File: config.mk
export PLATFORM = sky130hd
export DESIGN_NAME = srar_front_flat
export DESIGN_NICKNAME = d
export VERILOG_FILES = /design/src/hdl/assert_macros.svh /design/src/hdl/srar_pkg.sv /design/src/hdl/srar_chan_if.sv /design/src/hdl/srar_front.sv /design/src/flat_wrapper.sv
export SDC_FILE = /design/constraint.sdc
export NUM_CORES = 1
export LEC_CHECK = 0
export ABC_AREA = 1
export ABC_CLOCK_PERIOD_IN_PS = 4400
export BUFFER_PORTS_ARGS = -buffer_cell sky130_fd_sc_hd__buf_2
export CORE_ASPECT_RATIO = 1.2
export CORE_MARGIN = 2
export CORE_UTILIZATION = 57
export DETAILED_ROUTE_END_ITERATION = 10
export GPL_ROUTABILITY_DRIVEN = 0
export PLACE_DENSITY_LB_ADDON = 0.25
export RECOVER_POWER = 100
export SETUP_SLACK_MARGIN = 0.05
export SLEW_MARGIN = 30
export SYNTH_ARGS = -nofsm -noshare
export SYNTH_HDL_FRONTEND = slang
export SYNTH_SLANG_ARGS = --single-unit
export TNS_END_PERCENT = 100
File: constraint.sdc
create_clock -name clock -period 4.4 [get_ports clock]
set_input_delay 0.88 -clock clock [delete_from_list [all_inputs] [get_ports clock]]
set_output_delay 0.88 -clock clock [all_outputs]
set_load 0.03 [all_outputs]
File: src/hdl/assert_macros.svh
// Assertion macros shared by the resampler RTL.
// Expects signals named clock and reset in the scope of use.
`ifndef ASSERT_MACROS_SVH
`define ASSERT_MACROS_SVH

// Property must hold at every clock edge outside reset.
`define SRAR_ASSERT(label, prop, msg) \
   label: assert property (@(posedge clock) disable iff (reset) prop) else $error(msg);

// Condition must never be seen outside reset.
`define SRAR_ASSERT_NEVER(label, cond, msg) \
   `SRAR_ASSERT(label, !(cond), msg)

`endif

File: src/hdl/srar_pkg.sv
// Types, widths and constants of the stereo ring resampler.
// No dependencies; every other resampler file but assert_macros.svh refers to it by scoped names.
package srar_pkg;

   localparam int RING_FRAMES   = 1024;
   localparam int SAMPLE_BITS   = 24;
   localparam int FRACTION_BITS = 24;

   localparam int RING_BITS  = $clog2(RING_FRAMES);
   localparam int COUNT_BITS = 32;
   localparam int POS_BITS   = COUNT_BITS + FRACTION_BITS;

   // Q1.16 fill level, 65536 means full
   localparam int FILL_BITS  = 17;
   localparam int FILL_SHIFT = FRACTION_BITS + RING_BITS - 16;
   localparam logic [FILL_BITS-1:0] FILL_FULL = FILL_BITS'(65536);

   localparam logic [POS_BITS-1:0] ONE_FIX  = POS_BITS'(1) << FRACTION_BITS;
   localparam logic [POS_BITS-1:0] FULL_FIX = POS_BITS'(RING_FRAMES) << FRACTION_BITS;

   // configuration port
   localparam int REG_BITS       = 32;
   localparam int CSR_INDEX_BITS = 2;
   localparam int CSR_DATA_BITS  = 32;

   typedef enum logic [CSR_INDEX_BITS-1:0] {
      CSR_BASE_RATIO  = 2'd0,
      CSR_FILL_GAIN   = 2'd1,
      CSR_TARGET_FILL = 2'd2
   } csr_index_type;

   localparam logic [REG_BITS-1:0]  BASE_RATIO_RESET  = 32'd16777216;
   localparam logic [REG_BITS-1:0]  FILL_GAIN_RESET   = 32'd16777216;
   localparam logic [FILL_BITS-1:0] TARGET_FILL_RESET = 17'd32768;

   // rate adjustment: Q8.24 gain times signed Q1.16 error gives Q.40
   localparam int ERR_BITS       = FILL_BITS + 1;
   localparam int GAIN_PROD_BITS = REG_BITS + 1 + ERR_BITS;
   localparam int SUM_BITS       = GAIN_PROD_BITS + 1;
   localparam int ADJ_BITS       = 25;
   localparam int ADJ_SHIFT      = 16;
   localparam logic [ADJ_BITS-1:0] ADJ_LO = 25'd16693330;
   localparam logic [ADJ_BITS-1:0] ADJ_HI = 25'd16861102;
   localparam logic signed [SUM_BITS-1:0] UNITY_SUM  = SUM_BITS'(64'd1 << 40);
   localparam logic signed [SUM_BITS-1:0] ADJ_LO_SUM = SUM_BITS'(ADJ_LO) << ADJ_SHIFT;
   localparam logic signed [SUM_BITS-1:0] ADJ_HI_SUM = SUM_BITS'(ADJ_HI) << ADJ_SHIFT;

   // read step: Q8.24 ratio times Q.24 adjust, brought to the position's fraction
   localparam int STEP_PROD_BITS = REG_BITS + ADJ_BITS;
   localparam int STEP_SHIFT     = 48 - FRACTION_BITS;

   localparam int DIFF_BITS   = SAMPLE_BITS + 1;
   localparam int INTERP_BITS = DIFF_BITS + FRACTION_BITS + 1;

   // command queue between front and back
   localparam int QUEUE_DEPTH      = 4;
   localparam int QUEUE_PTR_BITS   = $clog2(QUEUE_DEPTH);
   localparam int QUEUE_COUNT_BITS = $clog2(QUEUE_DEPTH + 1);

   typedef enum logic {
      OP_PUSH = 1'b0,
      OP_POP  = 1'b1
   } op_type;

   typedef struct packed {
      op_type                         kind;
      logic                           eob;
      logic signed [SAMPLE_BITS-1:0]  left;
      logic signed [SAMPLE_BITS-1:0]  right;
   } cmd_type;

endpackage

File: src/hdl/srar_chan_if.sv
// Valid/ready channel interfaces for resampler requests and responses.
// Depends on srar_pkg for sample and fill widths.
interface srar_req_if;
   logic                                    valid;
   logic                                    ready;
   logic                                    operation;
   logic signed [srar_pkg::SAMPLE_BITS-1:0] left_in;
   logic signed [srar_pkg::SAMPLE_BITS-1:0] right_in;
   logic                                    end_of_block;

   modport source (output valid, operation, left_in, right_in, end_of_block, input ready);
   modport sink   (input valid, operation, left_in, right_in, end_of_block, output ready);
endinterface


File: src/hdl/srar_front.sv
// Request front end: accepts beats, decodes push or pop, queues commands.
// Depends on srar_pkg and srar_req_if.
module srar_front (
   input  logic               clock,
   input  logic               reset,
   srar_req_if.sink           req_ch,
   output logic               q_valid,
   input  logic               q_ready,
   output srar_pkg::cmd_type  q_cmd
);

   srar_pkg::cmd_type                       queue_ff [srar_pkg::QUEUE_DEPTH];
   logic [srar_pkg::QUEUE_PTR_BITS-1:0]     wr_ptr_ff;
   logic [srar_pkg::QUEUE_PTR_BITS-1:0]     rd_ptr_ff;
   logic [srar_pkg::QUEUE_COUNT_BITS-1:0]   count_ff;
   logic [srar_pkg::QUEUE_COUNT_BITS-1:0]   count_in;
   srar_pkg::cmd_type                       cmd_in;
   logic                                    enq;
   logic                                    deq;

   assign req_ch.ready = (count_ff != srar_pkg::QUEUE_COUNT_BITS'(srar_pkg::QUEUE_DEPTH));
   assign q_valid      = (count_ff != '0);
   assign q_cmd        = queue_ff[rd_ptr_ff];

   assign enq = req_ch.valid && req_ch.ready;
   assign deq = q_valid && q_ready;

   always_comb begin
      cmd_in.kind  = req_ch.operation ? srar_pkg::OP_POP : srar_pkg::OP_PUSH;
      cmd_in.eob   = req_ch.end_of_block;
      cmd_in.left  = req_ch.left_in;
      cmd_in.right = req_ch.right_in;
   end

   assign count_in = count_ff + srar_pkg::QUEUE_COUNT_BITS'(enq)
                              - srar_pkg::QUEUE_COUNT_BITS'(deq);

   always_ff @(posedge clock) begin
      if (reset) begin
         wr_ptr_ff <= '0;
         rd_ptr_ff <= '0;
         count_ff  <= '0;
      end else begin
         count_ff <= count_in;
         if (enq) begin
            wr_ptr_ff <= wr_ptr_ff + 1'b1;
         end
         if (deq) begin
            rd_ptr_ff <= rd_ptr_ff + 1'b1;
         end
      end
      if (enq) begin
         queue_ff[wr_ptr_ff] <= cmd_in;
      end
   end

endmodule

File: src/flat_wrapper.sv
// flat-port wrapper written by rule: the top's interface ports become plain ports
module srar_front_flat 
  (clock, reset, q_valid, q_ready, q_cmd, req_ch_valid, req_ch_operation, req_ch_left_in, req_ch_right_in, req_ch_end_of_block, req_ch_ready);
  srar_req_if req_ch_i ();
  input  logic clock;
  input  logic reset;
  output logic q_valid;
  input  logic q_ready;
  output srar_pkg::cmd_type q_cmd;
  input wire logic [$bits(req_ch_i.valid)-1:0] req_ch_valid;
  input wire logic [$bits(req_ch_i.operation)-1:0] req_ch_operation;
  input wire logic [$bits(req_ch_i.left_in)-1:0] req_ch_left_in;
  input wire logic [$bits(req_ch_i.right_in)-1:0] req_ch_right_in;
  input wire logic [$bits(req_ch_i.end_of_block)-1:0] req_ch_end_of_block;
  output wire logic [$bits(req_ch_i.ready)-1:0] req_ch_ready;
  assign req_ch_i.valid = req_ch_valid;
  assign req_ch_i.operation = req_ch_operation;
  assign req_ch_i.left_in = req_ch_left_in;
  assign req_ch_i.right_in = req_ch_right_in;
  assign req_ch_i.end_of_block = req_ch_end_of_block;
  assign req_ch_ready = req_ch_i.ready;
  srar_front u_core (.clock(clock), .reset(reset), .req_ch(req_ch_i), .q_valid(q_valid), .q_ready(q_ready), .q_cmd(q_cmd));
endmodule
Word level (Yosys, flattened, before mapping):

Memories as Yosys holds them, arrays and structs flattened. A register that Yosys moved wholly into a read port is not among the register bits.
Cells that the tools add are included.

* flip-flop bits (word level): 7
* bits in writable memories: 200
* output and inout port bits: 52
* word-level logic and storage cells: 17
* memories kept: 1

* add/subtract/negate cells: 4
* equality and inequality tests: 1
* mux-type cells: 5
* reductions and logical operators: 3

Memory list
* u_core.queue_ff: depth 4, bits a word 50, rd ports 1, clocked after memory_dff 1, wr ports 1, line srar_front.sv:12 `srar_pkg::cmd_type queue_ff [srar_pkg::QUEUE_DEPTH];`

Operators by type and width (number)
* $add 2x1->2 const B: 2
* $mux 2: 2
* $add 3x1->3: 1
* $mux 1: 3
* $ne 3x3->1 const B: 1
* $reduce_bool 3->1: 1
* $sub 3x1->3: 1
* $logic_and 1x1->1: 2

Longest topological paths before layout:

Gate-level depths: netlist of the first run.

* word-level depth: 4
* mapped depth: 10
* gate-level depth less buffers: 10

Worst setup path after synthesis of the first run:

Ideal clock, no wire load.

* path kind: input port to flip-flop
* start point: in req_ch_valid
* end point: mem u_core.queue_ff[0][0] (netlist bit) (enable)
* library setup time: 458 ps
* arrival time: 3110 ps
* setup slack: 832 ps
* stages on the path: 2
* buffers on the path: 0
* cell sequence: nand2_1 nor2_1

* longest elaborated chain between the ends: 3

RTL lines
* from (decl): line flat_wrapper.sv:10 `input wire logic [$bits(req_ch_i.valid)-1:0] req_ch_valid;`
* $logic_and 1x1->1: line srar_front.sv:25 `assign enq = req_ch.valid && req_ch.ready;`
* $mux 1: line srar_front.sv:52 `if (enq) begin`
* $mux 1 (not written as such): line srar_front.sv:53 `queue_ff[wr_ptr_ff] <= cmd_in;`
* to (decl): line srar_front.sv:12

Every way passes these cells.

==> reports/results.ini, run 1 <==
[status]
status = finished clean

[timing]
fin_crit_sh = 0.788
max_slew_margin = 0.00587
hold_viol_final = 0
worstMarginPinSlew_ns = 1.49
finalCriticalPeriod_ns = 3.47
setup_tns_ns = 0
fmax_ghz = 0.289
rsz0062_at_grt = no
setup_viol = 0
maxSlewViolCount = 0
finClkSkew_ns = 0.00996
worst_slack_ns = 0.934
hold_slack_ns = 0.491

[yosys]
synthesis.nets = 610
ys_top_cells_by_area = edfxtp_1 (75%), nor2_1 (5.2%), o22ai_1 (3.9%)
syn_area_um2 = 8030
yosysMostFrequentCell = edfxtp_1
synth-seq-cells = 209
synthFlopType = edfxtp_1
async_reset_ff_frac = 0
synth_top_area_cell = edfxtp_1
syn-instance-count = 549
ys_types = 22
synth_top_area_frac = 0.748
synth_common_cells = edfxtp_1 (200), nor2_1 (112), o21ai_1 (60)
yosysWarnings = 0
synth_edf_count = 200
avgSynthCellArea_um2 = 14.6
seq_area_frac_synth = 0.770

[global_route]
grt_pass1_wl_um = 24700
grt_pass1_vias = 4872
grt_max_degree = 101
antenna_found_initial = 0
grt.total_usage = 0.208
gr-total-overflow = 0

[setup_path]
cpLargestDelayFamily = buffers and inverters
reg2reg_from = u_core.count_ff[1]
end_kind = output port
critPathKind = reg -> out
slowest_stage = inv_4
crit_chain = inv_4 -> nor2_1 -> o22ai_1 -> clkbuf_1
timing.critical_path.buf_inv = 2
cp-start-kind = register
worst-r2r-cell-count = 5
cp_max_fo = 100
arrival_ns = 2.59
cp.depth = 4
worstPathRequired_ns = 3.52
cp_slowest_stage_delay_ns = 0.83

[final_layout]
final_nets = 714
final_layout_size_suffix_gt1_frac = 0.117
area_growth_syn_to_layout_pct = 12.8
nFillCells = 1037
postLayoutCellArea_um2 = 9060
diodes = 0

[floorplanning]
num_rows = 47
fp.dieArea_um2 = 15100
fp.dieH_um = 134
initial_core_util = 0.583
fp.dieW_um = 112
io-pin-count = 106
fp.coreArea_um2 = 13800

[clocking]
post_cts_buffers = 0
clkTransAtPathRegs_ns = 0.06
clk-insertion-delay-late_ns = 0.48
clockRootBuffer = clkbuf_16
cts_made_buffers = 21
cts.sinks = 209
tritoncts = built
cts_resized = 0
clockBufferDepth = 3
cts.htree.levels = 1
ctsHoldBuffers = 0

[placement]
place_ws_ns = 1.58
dp_hpwl_um = 8500
io_buffers = 105
placed_cell_area_um2 = 8520

[drt]
viasPerCell = 5.65
drc = 0
antenna_left = 0
first_pass_iters = 5
vias = 4736
dr.first_iter.drc_count = 333
drt_wl_total_um = 15600
post_drt_wl_per_cell_um = 18.6

[power]
cellPowerDensity_nw_per_um2 = 628
p_leak_uw = 0.00306
ir_worst_vdd_uv = 446

[worst_hold_path]
holdPathStages = 2
hp-class = reg -> reg
hold_start = u_core.rd_ptr_ff[0]

[flow_run]
cap_violations = 0

## path summary, 6_finish.rpt
path,slack [ns],end
max,0.93,q_cmd[39]
min,0.49,u_core.rd_ptr_ff[0]
max reg2reg,1.76,u_core.queue_ff[0][13]
min reg2reg,0.49,u_core.rd_ptr_ff[0]
## report_power, final
part	leakage, uW	switching, uW	total (uW)	internal, uW
Clock	0.000314	676	1640	969
Combinational	0.000836	1100	1460	360
Sequential	0.00191	135	2580	2450
Total	0.00306	1910	5690	3780
## cell families after synthesis
logic type / count (synthesis) / share of synthesized area
buffers and inverters: 48 / 0.0508
adders and majority gates: 7 / 0.0118
and+or+nand+nor: 129 / 0.0616
DFF: 209 / 0.770
AOI/OAI and AO/OA: 156 / 0.105
## through the flow
step	utilization	total power (uW)	instances
detailed placement	0.619	4140	801
global route	0.658	5960	838
CTS	0.666	5780	838
floorplan	-	3790	549
finish	0.658	5690	838
global placement	0.619	4100	801
## state kept, by name, indices dropped and copies added, names as in the netlist, named ones only
| signal | cells |
|---|---|
| u_core.queue_ff | 200 |
| u_core.wr_ptr_ff | 2 |
| u_core.count_ff | 3 |
| u_core.rd_ptr_ff | 2 |
## area by class of cell
| class | instances | area (um2) | area share |
|---|---|---|---|
| repair buffers | 112 | 479 | 0.0529 |
| flip-flops and latches | 209 | 6190 | 0.684 |
| inverters | 17 | 66.3 | 0.00732 |
| clock inverters | 9 | 68.8 | 0.00760 |
| clock buffers | 28 | 572 | 0.0631 |
| well taps | 171 | 214 | 0.0236 |
| multi-input cells | 292 | 1470 | 0.162 |
## cells in the final DEF (no fill, tap or decap), drive strengths merged, types with 4 or more instances in the layout
master,n
edfxtp,200
nor2,113
clkbuf,103
o21ai,100
o22ai,50
buf,37
inv,16
nand2,11
dfxtp,9
clkinv,8
ha,6
a21oi,5
nand3,4
## tightest hold or removal path, stage by stage, from the launching register on
cell	delay, ns
dfxtp_1	0.33
a21oi_1	0.05
nor2_1	0.08
## routing by layer
metal / part of all wire / track usage / vias up
li1: - / - / 2245
met1: 0.40 / 0.267 / 2316
met2: 0.52 / 0.362 / 158
met3: 0.070 / 0.0434 / 17
met4: 0.014 / 0.0603 / 0
met5: 0 / 0 / -
No activity file was read; power rests on OpenSTA's default activity.
==> run 2: changes to the inputs <==
- ABC_AREA: 1 -> 0
- ABC_CLOCK_PERIOD_IN_PS: 4400 -> 3560
- clock period: 4.4 -> 3.56 ns (I/O delays scaled with it)
==> run 2 against run 1 <==
Against the previous run:
- setup slack worse by 0.57 ns
- total power up 25%
- via count down 27%
- final area down 0.23%
- non-clock buffer count up 3
- die area down 3.5%
- global-route usage down 1.9 points
- largest cell class unchanged
==> reports/results.ini, run 2 <==
[yosys]
synth-seq-cells = 209  ; unchanged
ys_top_cells_by_area = edfxtp_1 (78%), mux4_2 (15%), dfxtp_1 (2.3%)
synthesis.nets = 372  ; -39%
synthFlopType = edfxtp_1
synth_top_area_cell = edfxtp_1
syn-instance-count = 311  ; -43%
yosysWarnings = 0  ; unchanged
synth_edf_count = 200  ; unchanged
avgSynthCellArea_um2 = 24.9  ; +70%
synth_top_area_frac = 0.776  ; +0.0278
async_reset_ff_frac = 0  ; unchanged
seq_area_frac_synth = 0.799  ; +0.0286
syn_area_um2 = 7740  ; -3.6%
yosysMostFrequentCell = edfxtp_1
synth_common_cells = edfxtp_1 (200), mux4_2 (50), dfxtp_1 (9)
ys_types = 25  ; +14%

[final_layout]
final_util = 0.683  ; +0.0244
largest_reg_flops = 200  ; unchanged
diodes = 0  ; unchanged
final_nets = 496  ; -31%
final_layout_size_suffix_gt1_frac = 0.247  ; +0.130
layout_common_cells = edfxtp_1 (200), clkbuf_1 (89), mux4_2 (50)
final_common_cell = edfxtp_1
postLayoutCellArea_um2 = 9040  ; -0.23%
reg_top3 = u_core.queue_ff x200, u_core.count_ff x3
top_register = u_core.queue_ff
area_growth_syn_to_layout_pct = 16.7

[floorplanning]
fp.dieArea_um2 = 14500  ; -3.5%
num_rows = 46  ; -2.1%
initial_core_util = 0.585  ; +0.00131
fp.coreArea_um2 = 13200  ; -3.8%
fp.dieH_um = 132  ; -1.8%
fp.dieW_um = 110  ; -1.7%
io-pin-count = 106  ; unchanged

[power]
comb_power_share = 0.244  ; -0.013
power_frac_clock = 0.311  ; +0.022
switching_share = 0.294  ; -0.0421
ir_worst_vdd_uv = 520  ; +17%
p_leak_uw = 0.00288  ; -5.8%
switchingPower_uw = 2090  ; +9.3%
seqPwrFrac = 0.445  ; -0.009
power.internal_uw = 5020  ; +33%
cellPowerDensity_nw_per_um2 = 787  ; +25%

[setup_path]
worstPathRequired_ns = 2.85  ; -0.67 ns
crit_end = q_cmd[40]
reg2reg_from = u_core.count_ff[1]
worst-r2r-cell-count = 4  ; -1
rrSetupSlack_ns = 0.53  ; -1.23 ns
end_kind = output port
arrival_ns = 2.49  ; -0.10 ns
cp-start-kind = register
critPathKind = reg -> out
rr_endpoint = u_core.queue_ff[3][33]
cp_max_fo = 28  ; -72%

[timing]
fmax_ghz = 0.313
setup_viol = 0  ; unchanged
fin_crit_sh = 0.899
max_slew_margin = 0.105  ; +0.0992
hold_viol_final = 0  ; unchanged
maxSlewViolCount = 0  ; unchanged
setup_tns_ns = 0  ; unchanged
worst_slack_ns = 0.360  ; -0.574 ns
finalCriticalPeriod_ns = 3.20
worstMarginPinSlew_ns = 1.34  ; -0.149 ns
rsz0062_at_grt = no
finClkSkew_ns = 0.0122  ; +0.00220 ns

[global_route]
gr-total-overflow = 0  ; unchanged
grt_pass1_vias = 3728  ; -23%
grt_max_degree = 29  ; -71%
grt.total_usage = 0.189  ; -0.0189
antenna_found_initial = 0  ; unchanged
grt_pass1_wl_um = 20200  ; -18%

[clocking]
cts.htree.levels = 1  ; unchanged
cts_made_buffers = 20  ; -4.8%
clk-insertion-delay-late_ns = 0.48  ; about the same
clkTransAtPathRegs_ns = 0.06  ; about the same
clockBufferDepth = 3  ; unchanged
tritoncts = built
cts.sinks = 209  ; unchanged
ctsHoldBuffers = 0  ; unchanged
clockRootBuffer = clkbuf_16
post_cts_buffers = 0  ; unchanged
cts_resized = 0  ; unchanged

[placement]
place_ws_ns = 1.03  ; -0.547 ns
dp_hpwl_um = 8040  ; -5.4%
io_buffers = 105  ; unchanged
placed_cell_area_um2 = 8460  ; -0.81%

[drt]
drc = 0  ; unchanged
viasPerCell = 5.61  ; -0.69%
post_drt_wl_per_cell_um = 21.5  ; +16%
antenna_left = 0  ; unchanged
vias = 3463  ; -27%
dr.first_iter.drc_count = 149  ; -55%
first_pass_iters = 4  ; -1
drt_wl_total_um = 13200  ; -15%

[status]
status = finished clean

[worst_hold_path]
hp-class = in -> reg

[flow_run]
cap_violations = 0  ; unchanged

-- run 2: worst min path at each step --
stage	start	to	slack, ns	cells past startpoint
2_1_floorplan	u_core.wr_ptr_ff[1]	u_core.wr_ptr_ff[1]	0.48	2
3_3_place_gp	u_core.wr_ptr_ff[1]	u_core.wr_ptr_ff[1]	0.49	2
3_5_place_dp	u_core.rd_ptr_ff[0]	u_core.rd_ptr_ff[0]	0.52	2
4_1_cts	req_ch_right_in[10]	u_core.queue_ff[2][10]	0.42	1
5_1_grt	req_ch_operation	u_core.queue_ff[0][49]	0.49	1
6_report	req_ch_right_in[13]	u_core.queue_ff[2][13]	0.49	1
-- run 2: final cells by class --
class                   instances  area, um2
inverters                       5       18.8
repair buffers                115        528
well taps                     168        210
clock buffers                  24        537
multi-input cells              84       1390
fillers                       902       4200
clock inverters                12        165
flip-flops and latches        209       6190
-- run 2: through the flow --
step | total power (uW) | std cells | hold slack [ns]
6_report | 7110 | 617 | 0.489
5_1_grt | 7400 | 617 | 0.490
4_1_cts | 7260 | 617 | 0.423
3_5_place_dp | 5040 | 581 | 0.523
3_3_place_gp | 5000 | 581 | 0.492
2_1_floorplan | 4600 | 311 | 0.482
-- run 2: kinds of logic (layout without fill, tap and decap cells) --
logic type,Yosys count,in the layout,synth area share
adders and majority gates,7,7,0.0123
muxes,52,52,0.148
DFF,209,209,0.799
AOI/OAI and AO/OA,3,3,0.00372
xor gates and xnor gates,3,3,0.00339
and+or+nand+nor,19,19,0.0123
buffers and inverters,18,156,0.0210
-- run 2: power by group through the flow --
stage,combinational [uW],sequential [uW],clock [uW]
floorplan,1490,3110,0
global placement,1800,3200,0
detailed placement,1820,3220,0
CTS,1830,3170,2260
global route,1850,3200,2350
finish,1730,3160,2210
-- run 2: layer usage --
layer  vias up  track usage  wire length (um)
li1       1555            -                 -
met1      1773        0.255              5260
met2       118        0.313              6840
met3        17       0.0392               910
met4         0       0.0576               240
met5         -            0                 0
-- run 2: worst max-delay path: stages, from the launching register on --
cell and delay, ns:
dfxtp_1 1.12, buf_12 0.30, mux4_2 0.34, clkbuf_1 0.23
